`src/rtl/vgaattr_pkg.sv`:
```
`timescale 1ns / 1ps

package vgaattr_pkg;

    localparam int PaletteEntries = 16;
    localparam int IndexW         = 5;
    localparam int ColorW         = 6;
    localparam int ByteW          = 8;

    typedef enum logic [1:0] {
        OP_READ_INDEX = 2'd0,
        OP_READ_DATA  = 2'd1,
        OP_WRITE      = 2'd2
    } t_opcode;

    localparam logic [IndexW-1:0] IDX_MODE      = 5'h10;
    localparam logic [IndexW-1:0] IDX_OVERSCAN  = 5'h11;
    localparam logic [IndexW-1:0] IDX_PLANE_EN  = 5'h12;
    localparam logic [IndexW-1:0] IDX_PEL_PAN   = 5'h13;
    localparam logic [IndexW-1:0] IDX_COLOR_SEL = 5'h14;
    localparam logic [IndexW-1:0] IDX_LAST      = IDX_COLOR_SEL;

    localparam logic [ByteW-1:0] INVALID_BYTE = 8'hFF;

    typedef struct packed {
        logic              wr_en;
        logic              rd_en;
        logic [IndexW-1:0] index;
        logic [ColorW-1:0] wdata;
    } t_pal_req;

endpackage

```
`src/rtl/vgaattr_in_if.sv`:
```
`timescale 1ns / 1ps

interface vgaattr_in_if;
    logic       valid;
    logic       ready;
    logic [1:0] opcode;
    logic [7:0] write_byte;

    modport source(output valid, output opcode, output write_byte, input ready);
    modport sink(input valid, input opcode, input write_byte, output ready);
endinterface

```
`src/rtl/vgaattr_out_if.sv`:
```
`timescale 1ns / 1ps

interface vgaattr_out_if;
    logic       valid;
    logic       ready;
    logic [7:0] read_byte;

    modport source(output valid, output read_byte, input ready);
    modport sink(input valid, input read_byte, output ready);
endinterface

```
`src/rtl/vgaattr_pal.sv`:
```
`timescale 1ns / 1ps

module vgaattr_pal #(
    parameter int P_ENTRIES = vgaattr_pkg::PaletteEntries
) (
    input  logic                                i_clk,
    input  logic                                i_rst_n,
    input  vgaattr_pkg::t_pal_req               i_req,
    output logic [vgaattr_pkg::ColorW-1:0]      o_rd_data
);

    localparam int AW = $clog2(P_ENTRIES);

    logic [vgaattr_pkg::ColorW-1:0] r_mem [P_ENTRIES];
    logic [P_ENTRIES-1:0]           r_vld;
    logic [vgaattr_pkg::ColorW-1:0] r_rd_data;
    logic                           r_rd_vld;
    logic [AW-1:0]                  w_addr;

    assign w_addr = i_req.index[AW-1:0];

    always_ff @(posedge i_clk) begin
        if (i_req.wr_en) begin
            r_mem[w_addr] <= i_req.wdata;
        end
        if (i_req.rd_en) begin
            r_rd_data <= r_mem[w_addr];
        end
    end

    always_ff @(posedge i_clk) begin
        if (!i_rst_n) begin
            r_vld    <= '0;
            r_rd_vld <= 1'b0;
        end else begin
            if (i_req.wr_en) begin
                r_vld[w_addr] <= 1'b1;
            end
            if (i_req.rd_en) begin
                r_rd_vld <= r_vld[w_addr];
            end
        end
    end

    assign o_rd_data = r_rd_vld ? r_rd_data : '0;

endmodule

```
`src/rtl/vga_attribute_register_file_unit.sv`:
```
`timescale 1ns / 1ps

// Attribute controller register file behind an address/data flip-flop. Every write word
// toggles between an index phase and a data phase; reads return the index or the selected
// register, 0xFF for an index above 0x14. One word is taken per cycle unless input stalls.
// A read is held pending after acceptance, palette data registered at the RAM's read port,
// and input stalls only while that result cannot move into a full, unread output register.
// The palette clears at reset through per-entry valid bits, so no clearing pass is needed.
module vga_attribute_register_file_unit #(
    parameter int PALETTE_ENTRIES = vgaattr_pkg::PaletteEntries
) (
    input  logic          i_clk,
    input  logic          i_rst_n,
    vgaattr_in_if.sink    i_in,
    vgaattr_out_if.source o_out
);

    logic                              r_data_phase;
    logic [vgaattr_pkg::IndexW-1:0]    r_reg_index;
    logic                              r_index_invalid;
    logic                              r_pal_from_video;
    logic [7:0]                        r_mode;
    logic [7:0]                        r_border;
    logic [3:0]                        r_plane_en;
    logic [1:0]                        r_status_mux;
    logic [2:0]                        r_pan;
    logic [3:0]                        r_color_sel;
    logic                              r_busy;
    logic                              r_busy_data;
    logic                              r_out_valid;
    logic [7:0]                        r_out_byte;

    logic                              w_in_acc;
    logic                              w_out_free;
    logic                              w_done;
    logic                              w_wr;
    logic                              w_rd;
    logic                              w_reg_wr;
    logic                              w_is_pal;
    logic [7:0]                        w_result;
    logic [vgaattr_pkg::ColorW-1:0]    w_pal_rd;
    vgaattr_pkg::t_pal_req             w_pal_req;

    assign w_out_free = !r_out_valid || o_out.ready;
    assign w_done     = r_busy && w_out_free;
    assign i_in.ready = !r_busy || w_out_free;
    assign w_in_acc   = i_in.valid && i_in.ready;

    assign w_wr = w_in_acc && (i_in.opcode == vgaattr_pkg::OP_WRITE);
    assign w_rd = w_in_acc && (i_in.opcode inside {vgaattr_pkg::OP_READ_INDEX,
                                                   vgaattr_pkg::OP_READ_DATA});

    assign w_is_pal = int'(r_reg_index) < PALETTE_ENTRIES;
    assign w_reg_wr = w_wr && r_data_phase && !r_index_invalid;

    assign w_pal_req.wr_en = w_reg_wr && w_is_pal && !r_pal_from_video;
    assign w_pal_req.rd_en = w_in_acc && (i_in.opcode == vgaattr_pkg::OP_READ_DATA);
    assign w_pal_req.index = r_reg_index;
    assign w_pal_req.wdata = i_in.write_byte[vgaattr_pkg::ColorW-1:0];

    vgaattr_pal #(
        .P_ENTRIES(PALETTE_ENTRIES)
    ) u_pal (
        .i_clk    (i_clk),
        .i_rst_n  (i_rst_n),
        .i_req    (w_pal_req),
        .o_rd_data(w_pal_rd)
    );

    always_comb begin
        w_result = vgaattr_pkg::INVALID_BYTE;
        if (r_index_invalid) begin
            w_result = vgaattr_pkg::INVALID_BYTE;
        end else if (!r_busy_data) begin
            w_result = {3'b000, r_reg_index};
        end else if (w_is_pal) begin
            w_result = {2'b00, w_pal_rd};
        end else begin
            case (r_reg_index)
                vgaattr_pkg::IDX_MODE:      w_result = r_mode;
                vgaattr_pkg::IDX_OVERSCAN:  w_result = r_border;
                vgaattr_pkg::IDX_PLANE_EN:  w_result = {4'h0, r_plane_en};
                vgaattr_pkg::IDX_PEL_PAN:   w_result = {5'h00, r_pan};
                vgaattr_pkg::IDX_COLOR_SEL: w_result = {4'h0, r_color_sel};
                default:                    w_result = vgaattr_pkg::INVALID_BYTE;
            endcase
        end
    end

    always_ff @(posedge i_clk) begin
        if (!i_rst_n) begin
            r_data_phase     <= 1'b0;
            r_reg_index      <= '0;
            r_index_invalid  <= 1'b0;
            r_pal_from_video <= 1'b0;
            r_mode           <= '0;
            r_border         <= '0;
            r_plane_en       <= '0;
            r_status_mux     <= '0;
            r_pan            <= '0;
            r_color_sel      <= '0;
        end else if (w_wr) begin
            r_data_phase <= !r_data_phase;
            if (!r_data_phase) begin
                r_reg_index      <= i_in.write_byte[vgaattr_pkg::IndexW-1:0];
                r_index_invalid  <= i_in.write_byte[vgaattr_pkg::IndexW-1:0]
                                    > vgaattr_pkg::IDX_LAST;
                r_pal_from_video <= i_in.write_byte[5];
            end else if (w_reg_wr) begin
                case (r_reg_index)
                    vgaattr_pkg::IDX_MODE: begin
                        r_mode <= {i_in.write_byte[7:5], 1'b0, i_in.write_byte[3:0]};
                    end
                    vgaattr_pkg::IDX_OVERSCAN: begin
                        r_border <= i_in.write_byte;
                    end
                    vgaattr_pkg::IDX_PLANE_EN: begin
                        r_plane_en   <= i_in.write_byte[3:0];
                        r_status_mux <= i_in.write_byte[5:4];
                    end
                    vgaattr_pkg::IDX_PEL_PAN: begin
                        r_pan <= i_in.write_byte[3] ? 3'd0 : i_in.write_byte[2:0];
                    end
                    vgaattr_pkg::IDX_COLOR_SEL: begin
                        r_color_sel <= i_in.write_byte[3:0];
                    end
                    default: begin
                    end
                endcase
            end
        end
    end

    always_ff @(posedge i_clk) begin
        if (!i_rst_n) begin
            r_busy      <= 1'b0;
            r_busy_data <= 1'b0;
            r_out_valid <= 1'b0;
        end else begin
            if (w_rd) begin
                r_busy      <= 1'b1;
                r_busy_data <= i_in.opcode == vgaattr_pkg::OP_READ_DATA;
            end else if (w_done) begin
                r_busy <= 1'b0;
            end
            if (w_done) begin
                r_out_valid <= 1'b1;
            end else if (o_out.ready) begin
                r_out_valid <= 1'b0;
            end
        end
    end

    always_ff @(posedge i_clk) begin
        if (w_done) begin
            r_out_byte <= w_result;
        end
    end

    assign o_out.valid     = r_out_valid;
    assign o_out.read_byte = r_out_byte;

    a_hold_busy: assert property (@(posedge i_clk) disable iff (!i_rst_n)
        r_busy && !w_out_free |=> r_busy)
        else $error("pending read dropped while output is full");

    a_read_busy: assert property (@(posedge i_clk) disable iff (!i_rst_n)
        w_rd |=> r_busy)
        else $error("accepted read left no pending result");

    a_phase_adv: assert property (@(posedge i_clk) disable iff (!i_rst_n)
        w_wr && !r_data_phase |=> r_data_phase)
        else $error("index write did not advance to data phase");

    a_invalid_idx: assert property (@(posedge i_clk) disable iff (!i_rst_n)
        r_index_invalid |-> r_reg_index > vgaattr_pkg::IDX_LAST)
        else $error("index marked invalid while in range");

    a_status_mux: assert property (@(posedge i_clk) disable iff (!i_rst_n)
        w_reg_wr && r_reg_index == vgaattr_pkg::IDX_PLANE_EN
        |=> r_status_mux == $past(i_in.write_byte[5:4]))
        else $error("status mux not taken from plane enable word");

endmodule

```
`src/flat_wrapper.sv`:
```
// flat-port wrapper written by rule: the top's interface ports become plain ports
module vga_attribute_register_file_unit_flat 
#(
    parameter int PALETTE_ENTRIES = vgaattr_pkg::PaletteEntries
)
  (i_clk, i_rst_n, i_in_valid, i_in_opcode, i_in_write_byte, i_in_ready, o_out_valid, o_out_read_byte, o_out_ready);
  vgaattr_in_if i_in_i ();
  vgaattr_out_if o_out_i ();
  input  logic i_clk;
  input  logic i_rst_n;
  input wire logic [$bits(i_in_i.valid)-1:0] i_in_valid;
  input wire logic [$bits(i_in_i.opcode)-1:0] i_in_opcode;
  input wire logic [$bits(i_in_i.write_byte)-1:0] i_in_write_byte;
  output wire logic [$bits(i_in_i.ready)-1:0] i_in_ready;
  output wire logic [$bits(o_out_i.valid)-1:0] o_out_valid;
  output wire logic [$bits(o_out_i.read_byte)-1:0] o_out_read_byte;
  input wire logic [$bits(o_out_i.ready)-1:0] o_out_ready;
  assign i_in_i.valid = i_in_valid;
  assign i_in_i.opcode = i_in_opcode;
  assign i_in_i.write_byte = i_in_write_byte;
  assign i_in_ready = i_in_i.ready;
  assign o_out_valid = o_out_i.valid;
  assign o_out_read_byte = o_out_i.read_byte;
  assign o_out_i.ready = o_out_ready;
  vga_attribute_register_file_unit #(.PALETTE_ENTRIES(PALETTE_ENTRIES)) u_core (.i_clk(i_clk), .i_rst_n(i_rst_n), .i_in(i_in_i), .o_out(o_out_i));
endmodule
```
`config.mk`:
```
export PLATFORM = sky130hd
export DESIGN_NAME = vga_attribute_register_file_unit_flat
export DESIGN_NICKNAME = d
export VERILOG_FILES = /design/src/rtl/vgaattr_pkg.sv /design/src/rtl/vgaattr_in_if.sv /design/src/rtl/vgaattr_out_if.sv /design/src/rtl/vgaattr_pal.sv /design/src/rtl/vga_attribute_register_file_unit.sv /design/src/flat_wrapper.sv
export SDC_FILE = /design/constraint.sdc
export NUM_CORES = 1
export LEC_CHECK = 0
export BUFFER_PORTS_ARGS = -buffer_cell sky130_fd_sc_hd__buf_2
export CAP_MARGIN = 25
export CORE_MARGIN = 5
export CORE_UTILIZATION = 50
export DETAILED_ROUTE_END_ITERATION = 10
export PLACE_DENSITY = 0.67
export SLEW_MARGIN = 10
export SYNTH_ARGS = -nofsm -noshare
export SYNTH_HDL_FRONTEND = slang
export SYNTH_HIERARCHICAL = 1
export SYNTH_SLANG_ARGS = --single-unit
```
`constraint.sdc`:
```
create_clock -name i_clk -period 5.4 [get_ports i_clk]
set_input_delay 1.08 -clock i_clk [delete_from_list [all_inputs] [get_ports i_clk]]
set_output_delay 1.08 -clock i_clk [all_outputs]
set_load 0.03 [all_outputs]
```
Word-level counts from Yosys, hierarchy flattened
Memories as Yosys holds them, arrays and structs flattened. A register that Yosys moved wholly into a read port is not among the register bits. Cells that the tools add are included. W data, S select, Z words.

Add/sub/neg operators: 0. $mul: 0. Divide/modulo/power cells: 0. Order comparisons: 4. Equal/unequal tests: 7. Shift operators: 0. Mux-type cells: 15. Bitwise gates (word level): 2. Reductions and logical operators: 27.

Operator list (number): $pmux W8 S5 (1); $eq A5 B5 Y1 const B (5); $reduce_and A4 Y1 (5); $mux W8 (2); $or A16 B16 Y16 (1); $logic_and A1 B1 Y1 (10); $mux W1 (8); $mux W6 (1); $reduce_bool A2 Y1 (3); $gt A5 B5 Y1 const B (1); $logic_not A1 Y1 (5); $lt A4 B5 Y1 const B (1); $lt A5 B5 Y1 const B (1); $bmux W1 S4 (1); $demux W1 S4 (1); $ge A4 B1 Y1 const B (1); $mux W3 (1); $eq A2 B1 Y1 const B (1); $eq A2 B2 Y1 const B (1); $logic_not A2 Y1 (1); $logic_or A1 B1 Y1 (2); $reduce_and A2 Y1 (1); $not A1 Y1 (1).

Register bits after elaboration: 62. Bits in latches: 0. Memory bits (writable): 96. ROM bits: 0. Bits of input ports: 14. Output and inout port bits: 10. Word-level logic and storage cells: 71. Memories kept: 1.

Memory list: u_core.u_pal.r_mem (words 16, bits a word 6, read ports 1, clocked after Yosys merged registers in 1, wr ports 1, RTL line vgaattr_pal.sv:14) `logic [vgaattr_pkg::ColorW-1:0] r_mem [P_ENTRIES];`.

Longest topological paths before layout
Gate-level depths: netlist of run 1.

Word-level depth: 11. Mapped depth: 6. Depth with buffers taken out: 6.

Hierarchy
The synthesis of run 1 kept the hierarchy.

By module, submodules not included: vgaattr_pal (instances 1, cells each 220, area each 4665.7 µm², sequential area each 3403.3 µm²); vga_attribute_register_file_unit (instances 1, cells each 232, area each 2167.1 µm², sequential area each 980.9 µm²).

Worst setup path after synthesis of run 1
OpenSTA, ideal clock, no wires.

Kind: input port to flip-flop. From: input i_in_opcode[0]. To: memory u_core/u_pal/r_mem[0][0] (netlist bit) (enable). Library setup time: 0.379 ns. Arrival time: 2.907 ns. Required time: 5.021 ns. Setup slack: 2.114 ns. Cell stages on the path: 5. Path buffers: 0. Cell sequence: and3b_1 nand2_1 nor4_1 or3b_1 nor3_1.

RTL lines: from (decl) (RTL line flat_wrapper.sv:12) `input wire logic [$bits(i_in_i.opcode)-1:0] i_in_opcode;`; to (decl) (RTL line vgaattr_pal.sv:14).

==> metrics.md, run 1 <==
| Metric | Value |
|---|---|
| Run status | `finished, final reports clean` |
| Initial Util | `51.2%` |
| Hold WC Path Type | `flop to flop` |
| Cell type with the largest total area after synthesis | `edfxtp_1` |
| Die Y | `127 µm` |
| Fin. max-slew vios | `0` |
| Root buf cell | `clkbuf_16` |
| Critical path cell sequence | `buf_2 > and3b_1 > nand2_1 > nor4_1 > or3b_1 > nor3_1` |
| Cell variety after synth | `54` |
| Io pins | `24` |
| Cts repair resizes | `0` |
| Critical-path maximum fanout | `7` |
| Per-cell routed wire length | `20.7 µm` |
| Clk pin slew, worst setup/hold paths | `0.06 ns` |
| Post-CTS setup buffer count | `0` |
| Number of global-route vias before repair | `3819` |
| Number of fill cells | `1064` |
| Synth Warn # | `6` |
| Residual DRC | `0` |
| Maximum vdd drop | `0.000291 V` |
| Syn_nets | `466` |
| Std-Cell Rows | `42` |
| Global-route wire length before repair | `21400 µm` |
| Clk buf depth | `2` |
| Worst Setup End Kind | `flop` |
| Synth top area share | `48.3%` |
| Synth cell count leaders | `110 x edfxtp_1, 54 x dfxtp_1, 33 x nand2_1, 21 x mux2i_1, 20 x nand3_1` |
| P&R area growth vs syn | `11.4%` |
| Die width | `127 µm` |
| Pwr dens | `341 nW/µm²` |
| Tmin final | `3.61 ns` |
| Clock network latency to the later pin of the worst-skew pair | `0.42 ns` |
| # diodes | `0` |
| TritonCTS Buffers | `17` |
| R2R Path Start | `u_core/r_busy$_SDFFE_PN0P_` |
| RSZ-0062 raised after global routing | `false` |
| Slew @ Worst Pin | `0.950 ns` |
| Final-report hold violation count | `0` |
| Register area share after synthesis | `64.2%` |
| Input/output buffers | `23` |
| Via count | `3882` |
| Synth async-reset ratio | `0%` |
| Drt pass-1 iters | `4` |
| Leak Pwr | `2.60 nW` |
| Drt via density | `5.86` |
| Max-Cap Viols | `0` |
| Skew final | `0.00590 ns` |
| Total global routing overflow | `0` |
| Total Routed Length | `13700 µm` |
| Initial antenna violation count | `0` |
| Gpl congestion | `0.808` |
| H-tree levels | `4` |
| Critical R2R Capture | `u_core/u_pal/r_mem[0][2]$_DFFE_PP_` |
| Core area | `13300 µm²` |
| # clock sinks | `164` |
| Period utilisation layout | `66.8%` |
| WS Path Type | `primary input to flop` |
| CP Data Required Time | `5.45 ns` |
| Pin count of the biggest net entering global routing | `51` |
| Peak Freq | `277 MHz` |
| Worst EP arrival | `3.66 ns` |
| Ys flop type | `edfxtp_1` |
| Routed Antenna Nets | `0` |
| CP peak stage delay | `0.78 ns` |
| Reg2Reg Depth | `5` |
| DPL Wire Length | `8670 µm` |
| Final setup violation count | `0` |
| Critical path origin | `i_in_opcode[0]` |
| Startpoint types | `primary input` |
| Worst path slowest cell | `nor4_1` |
| Dominant cells by area after synthesis | `edfxtp_1 48%, dfxtp_1 16%, mux4_1 6.5%, mux4_2 5.3%, mux2i_1 3.1%` |
| Synth Instances | `452` |
| Synth Register Bits | `164` |
| TNS Setup | `0 ns` |
| EDFF count, synth | `110` |
| Gr usage total | `17.8%` |
| Layout cells sized above 1 | `18.7%` |
| Hold depth | `2` |
| CTS tree | `done` |
| DRT iter0 DRCs | `530` |
| Final Power | `2.59 mW` |
| Mapped Area | `6830 µm²` |
| FF-to-FF setup slack | `2.40 ns` |
| Most common cell in the synthesized netlist | `edfxtp_1` |
| Mapped Avg Cell Area | `15.1 µm²` |
| Final nets | `487` |
| Slew margin rel. | `36.2%` |
| Die Area | `16100 µm²` |
| Hold EP | `u_core/r_color_sel[2]$_SDFFE_PN0P_` |
| Hold-fix buffers at CTS | `0` |
| Hold_sp | `u_core/r_color_sel[2]$_SDFFE_PN0P_` |
-- power breakdown --
group / internal, mW / switching [mW] / total (mW)
Clock: 0.610 / 0.524 / 1.13
Sequential: 1.35 / 0.00664 / 1.35
Combinational: 0.0381 / 0.0675 / 0.106
Total: 1.99 / 0.598 / 2.59
-- kinds of logic after synthesis --
kind of cell	count (synthesis)	share of synthesized area [%]
AOI/OAI and AO/OA	74	7.22
muxes	55	15.1
buffers and inverters	30	2.82
and+or+nand+nor	129	10.7
DFF	164	64.2
-- state kept, by name (all words and copies together) (netlist names), 3 cells and up --
register                cells
u_core/o_out.read_byte      8
u_core/r_plane_en           4
u_core/u_pal/r_vld         16
u_core/r_color_sel          4
u_core/u_pal/r_rd_data      6
u_core/r_mode               7
u_core/r_border             8
u_core/u_pal/r_mem         96
u_core/r_reg_index          5
u_core/r_pan                3
-- worst max path at each step --
stage | to | slack [ns] | depth (start not counted)
floorplan | u_core/u_pal/r_mem[0][0]$_DFFE_PP_ | 2.11 | 5
global placement | u_core/u_pal/r_mem[3][4]$_DFFE_PP_ | 1.51 | 6
detailed placement | u_core/u_pal/r_mem[3][4]$_DFFE_PP_ | 1.37 | 6
CTS | u_core/u_pal/r_mem[2][2]$_DFFE_PP_ | 1.81 | 6
global route | u_core/u_pal/r_mem[0][2]$_DFFE_PP_ | 1.64 | 6
finish | u_core/u_pal/r_mem[0][2]$_DFFE_PP_ | 1.79 | 6
-- routing by layer --
layer | wire length [µm] | global-route usage (%) | vias to the layer above
li1 | - | - | 1795
met4 | 176 | 5.36 | 0
met1 | 5720 | 23.2 | 1951
met3 | 886 | 5.25 | 15
met2 | 6910 | 29.0 | 121
met5 | 0 | 0 | -
-- area by class of cell --
| class | instances | area (µm²) | area share (%) |
|---|---|---|---|
| Clock buffer | 17 | 425 | 5.59 |
| Clock inverter | 15 | 140 | 1.84 |
| Inverter | 2 | 7.51 | 0.0986 |
| Multi-Input combinational cell | 258 | 2260 | 29.6 |
| Sequential cell | 164 | 4390 | 57.6 |
| Tap cell | 176 | 220 | 2.89 |
| Timing Repair Buffer | 30 | 175 | 2.30 |
-- cells in the final DEF (no fill, tap or decap), types with 4 or more instances in the layout --
cell type	netlist	final
o21ai_1	8	8
buf_2	4	24
a21o_1	5	5
mux4_2	16	16
mux4_1	17	17
nand2_1	33	33
clkinvlp_4	0	4
edfxtp_1	110	110
o22a_1	4	4
o21ai_0	14	14
inv_8	0	7
a22oi_1	4	4
buf_4	6	4
clkbuf_16	0	17
nor2_1	18	18
dfxtp_1	54	52
nand3_1	20	20
o21a_1	18	18
nor3_1	7	7
and2_1	7	7
a21oi_1	6	6
nand2b_1	6	6
mux2i_1	21	21
nor2b_1	14	14
-- worst max-delay path: cells and delay by family --
kind	cells	cell delay, ns
AND/OR/NAND/NOR	5	2.46
buffers and inverters	1	0.11
-- stage by stage --
stage / hold WS [ns] / instances / cell area, µm² / setup slack, ns / utilization (%)
global placement: 0.440 / 627 / 7020 / 1.51 / 52.6
global route: 0.493 / 662 / 7610 / 1.64 / 57.0
CTS: 0.467 / 660 / 7600 / 1.81 / 56.9
floorplan: 0.431 / 452 / 6830 / 2.11 / -
finish: 0.466 / 662 / 7610 / 1.79 / 57.0
detailed placement: 0.451 / 628 / 7040 / 1.37 / 52.7
Note: power is estimated with default switching activity, not from simulation.
==> run 2, diff against run 1 <==
clock period = 3.8 ns   (was 5.4 ns; I/O delays follow)
==> run 2 against run 1 <==
- register-to-register slack worse by 1.1 ns
- worst setup slack worse by 0.81 ns
- non-clock buffer count up 5
- cell area up 0.74%
- hold slack worse by 0.0036 ns
- flip-flop and latch count unchanged
- critical path depth up 1
- combinational power up 39%
- clock-buffer cell count up 1
- routed wire length up 3.8%
- sequential share of layout area down 0.42 points
- clock power up 49%
- critical path type unchanged
==> metrics.md, run 2 (synthesis gave the netlist of run 1 again) <==
| Metric | Value |
|---|---|
| Biggest register | `u_core/u_pal/r_mem` |
| Leak Pwr | `2.65 nW (+1.7%)` |
| Post-CTS setup buffer count | `0 (unchanged)` |
| WS Path Type | `primary input to flop` |
| Initial antenna violation count | `0 (unchanged)` |
| Clock network latency to the later pin of the worst-skew pair | `0.42 ns (about the same)` |
| Per-cell routed wire length | `21.3 µm (+3.1%)` |
| DRT iter0 DRCs | `540 (+1.9%)` |
| Max-Cap Viols | `0 (unchanged)` |
| Multi-input logic area | `2260 µm² (unchanged)` |
| Via count | `3947 (+1.7%)` |
| P&R area growth vs syn | `12.2%` |
| Critical-path maximum fanout | `7 (unchanged)` |
| Final setup violation count | `0 (unchanged)` |
| CP Data Required Time | `3.86 ns (-1.59 ns)` |
| Final nets | `492 (+1.0%)` |
| Final-report hold violation count | `0 (unchanged)` |
| Std-Cell Rows | `42 (unchanged)` |
| Clk buf depth | `2 (unchanged)` |
| Sw Share | `21.5% (-1.6 points)` |
| # clock sinks | `164 (unchanged)` |
| Fin. max-slew vios | `0 (unchanged)` |
| Residual DRC | `0 (unchanged)` |
| Internal power | `2.94 mW (+48%)` |
| Slew margin rel. | `39.8% (+3.6 points)` |
| CTS tree | `done` |
| TNS Setup | `0 ns (unchanged)` |
| Drt via density | `5.92 (+0.91%)` |
| Die width | `127 µm (unchanged)` |
| Maximum vdd drop | `0.000363 V (+24%)` |
| Tmin final | `2.82 ns` |
| Startpoint types | `primary input` |
| TritonCTS Buffers | `17 (unchanged)` |
| Commonest non-fill, non-tap cell in the layout | `edfxtp_1` |
| Io pins | `24 (unchanged)` |
| Most frequent cells in the layout | `110 x edfxtp_1, 52 x dfxtp_1, 33 x nand2_1, 23 x buf_2, 21 x mux2i_1` |
| Die Y | `127 µm (unchanged)` |
| Global-route wire length before repair | `22200 µm (+3.6%)` |
| Fin cells | `667 (+0.76%)` |
| Root buf cell | `clkbuf_16` |
| Layout cells sized above 1 | `18.9% (+0.22 points)` |
| Comb pwr share | `3.9% (-0.2 points)` |
| Clock power share | `44.7% (+0.9 points)` |
| RSZ-0062 raised after global routing | `false` |
| Hold WC Path Type | `flop to flop` |
| Clk pin slew, worst setup/hold paths | `0.06 ns (about the same)` |
| Pwr dens | `489 nW/µm² (+44%)` |
| Die Area | `16100 µm² (unchanged)` |
| Drt pass-1 iters | `5 (+1)` |
| Final Util | `57.4% (+0.42 points)` |
| Reg power frac | `51.4% (-0.8 points)` |
| Placed insts | `634 (+0.96%)` |
| Core area | `13300 µm² (unchanged)` |
| Total global routing overflow | `0 (unchanged)` |
| Peak Freq | `355 MHz` |
| Hold-fix buffers at CTS | `0 (unchanged)` |
| Worst Setup End Kind | `flop` |
| Skew final | `0.00789 ns (+0.00200 ns)` |
| # diodes | `0 (unchanged)` |
| Initial Util | `51.2% (unchanged)` |
| Cts repair resizes | `0 (unchanged)` |
| Slew @ Worst Pin | `0.902 ns (-0.0476 ns)` |
| Total Routed Length | `14200 µm (+3.8%)` |
| DPL Wire Length | `9090 µm (+4.9%)` |
| Gr usage total | `18.3% (+0.50 points)` |
| Top Registers | `u_core/u_pal/r_mem x96, u_core/u_pal/r_vld x16` |
| H-tree levels | `4 (unchanged)` |
| Number of global-route vias before repair | `3955 (+3.6%)` |
| Switching pwr | `806 µW (+35%)` |
| Worst EP arrival | `2.87 ns (-0.79 ns)` |
| Period utilisation layout | `74.1%` |
| Reg area | `4390 µm² (unchanged)` |
| Number of fill cells | `1087 (+2.2%)` |
| Input/output buffers | `23 (unchanged)` |
| Routed Antenna Nets | `0 (unchanged)` |
| Run status | `finished, final reports clean` |
| Gpl congestion | `0.820 (+1.5%)` |
| Max FFs per register | `96 (unchanged)` |
| Pin count of the biggest net entering global routing | `51 (unchanged)` |
## run 2: cell types whose count changed in the layout (fill, tap and decap cells not counted), sizes merged
cell | before | now
clkinv | 3 | 6
bufinv | 0 | 2
buf | 29 | 35
inv | 10 | 8
clkinvlp | 4 | 0
## run 2: routing by layer
layer,part of all wire [%],GRT usage [%]
met1,44,24.1
met2,51,30.5
met3,4.5,4.25
met4,0.72,5.49
met5,0,0
## run 2: cell type report
cell class	count	share of cell area, %
Sequential cell	164	57.2
Multi-Input combinational cell	258	29.4
Clock buffer	18	5.60
Tap cell	176	2.87
Timing Repair Buffer	35	2.84
Clock inverter	14	1.96
Inverter	2	0.0979
## run 2: through the flow
| step | setup slack (ns) | total power, mW | cell area (µm²) | hold WS [ns] |
|---|---|---|---|---|
| 2_1_floorplan | 0.834 | 2.06 | 6830 | 0.431 |
| 3_3_place_gp | 0.747 | 2.11 | 7070 | 0.441 |
| 3_5_place_dp | 0.601 | 2.11 | 7070 | 0.453 |
| 4_1_cts | 1.02 | 3.77 | 7650 | 0.463 |
| 5_1_grt | 0.846 | 3.87 | 7670 | 0.474 |
| 6_report | 0.984 | 3.75 | 7670 | 0.463 |
## run 2: worst max-delay path, cell delays in order
cell and delay [ns]:
buf_2 0.11, and3b_1 0.31, nand2_1 0.19, nor4_1 0.32
buf_4 0.20, or3b_1 0.44, nor2_1 0.54
## run 2: path summary, 6_finish.rpt
kind,slack [ns],end,from,depth (start not counted)
worst min-delay path,0.46,u_core/r_color_sel[2]$_SDFFE_PN0P_,u_core/r_color_sel[2]$_SDFFE_PN0P_,2
worst min register to register,0.46,u_core/r_color_sel[2]$_SDFFE_PN0P_,u_core/r_color_sel[2]$_SDFFE_PN0P_,2
worst max register to register,1.29,u_core/u_pal/r_mem[4][0]$_DFFE_PP_,u_core/r_busy$_SDFFE_PN0P_,6
worst max-delay path,0.98,u_core/u_pal/r_mem[4][0]$_DFFE_PP_,i_in_opcode[0],7
## run 2: power groups by stage
stage | combinational, mW | sequential [mW] | clock [mW]
after floorplan | 0.0948 | 1.96 | 0
after global placement | 0.138 | 1.97 | 0
after detailed placement | 0.140 | 1.97 | 0
after CTS | 0.141 | 1.93 | 1.70
after global routing | 0.158 | 1.93 | 1.78
final | 0.147 | 1.93 | 1.68
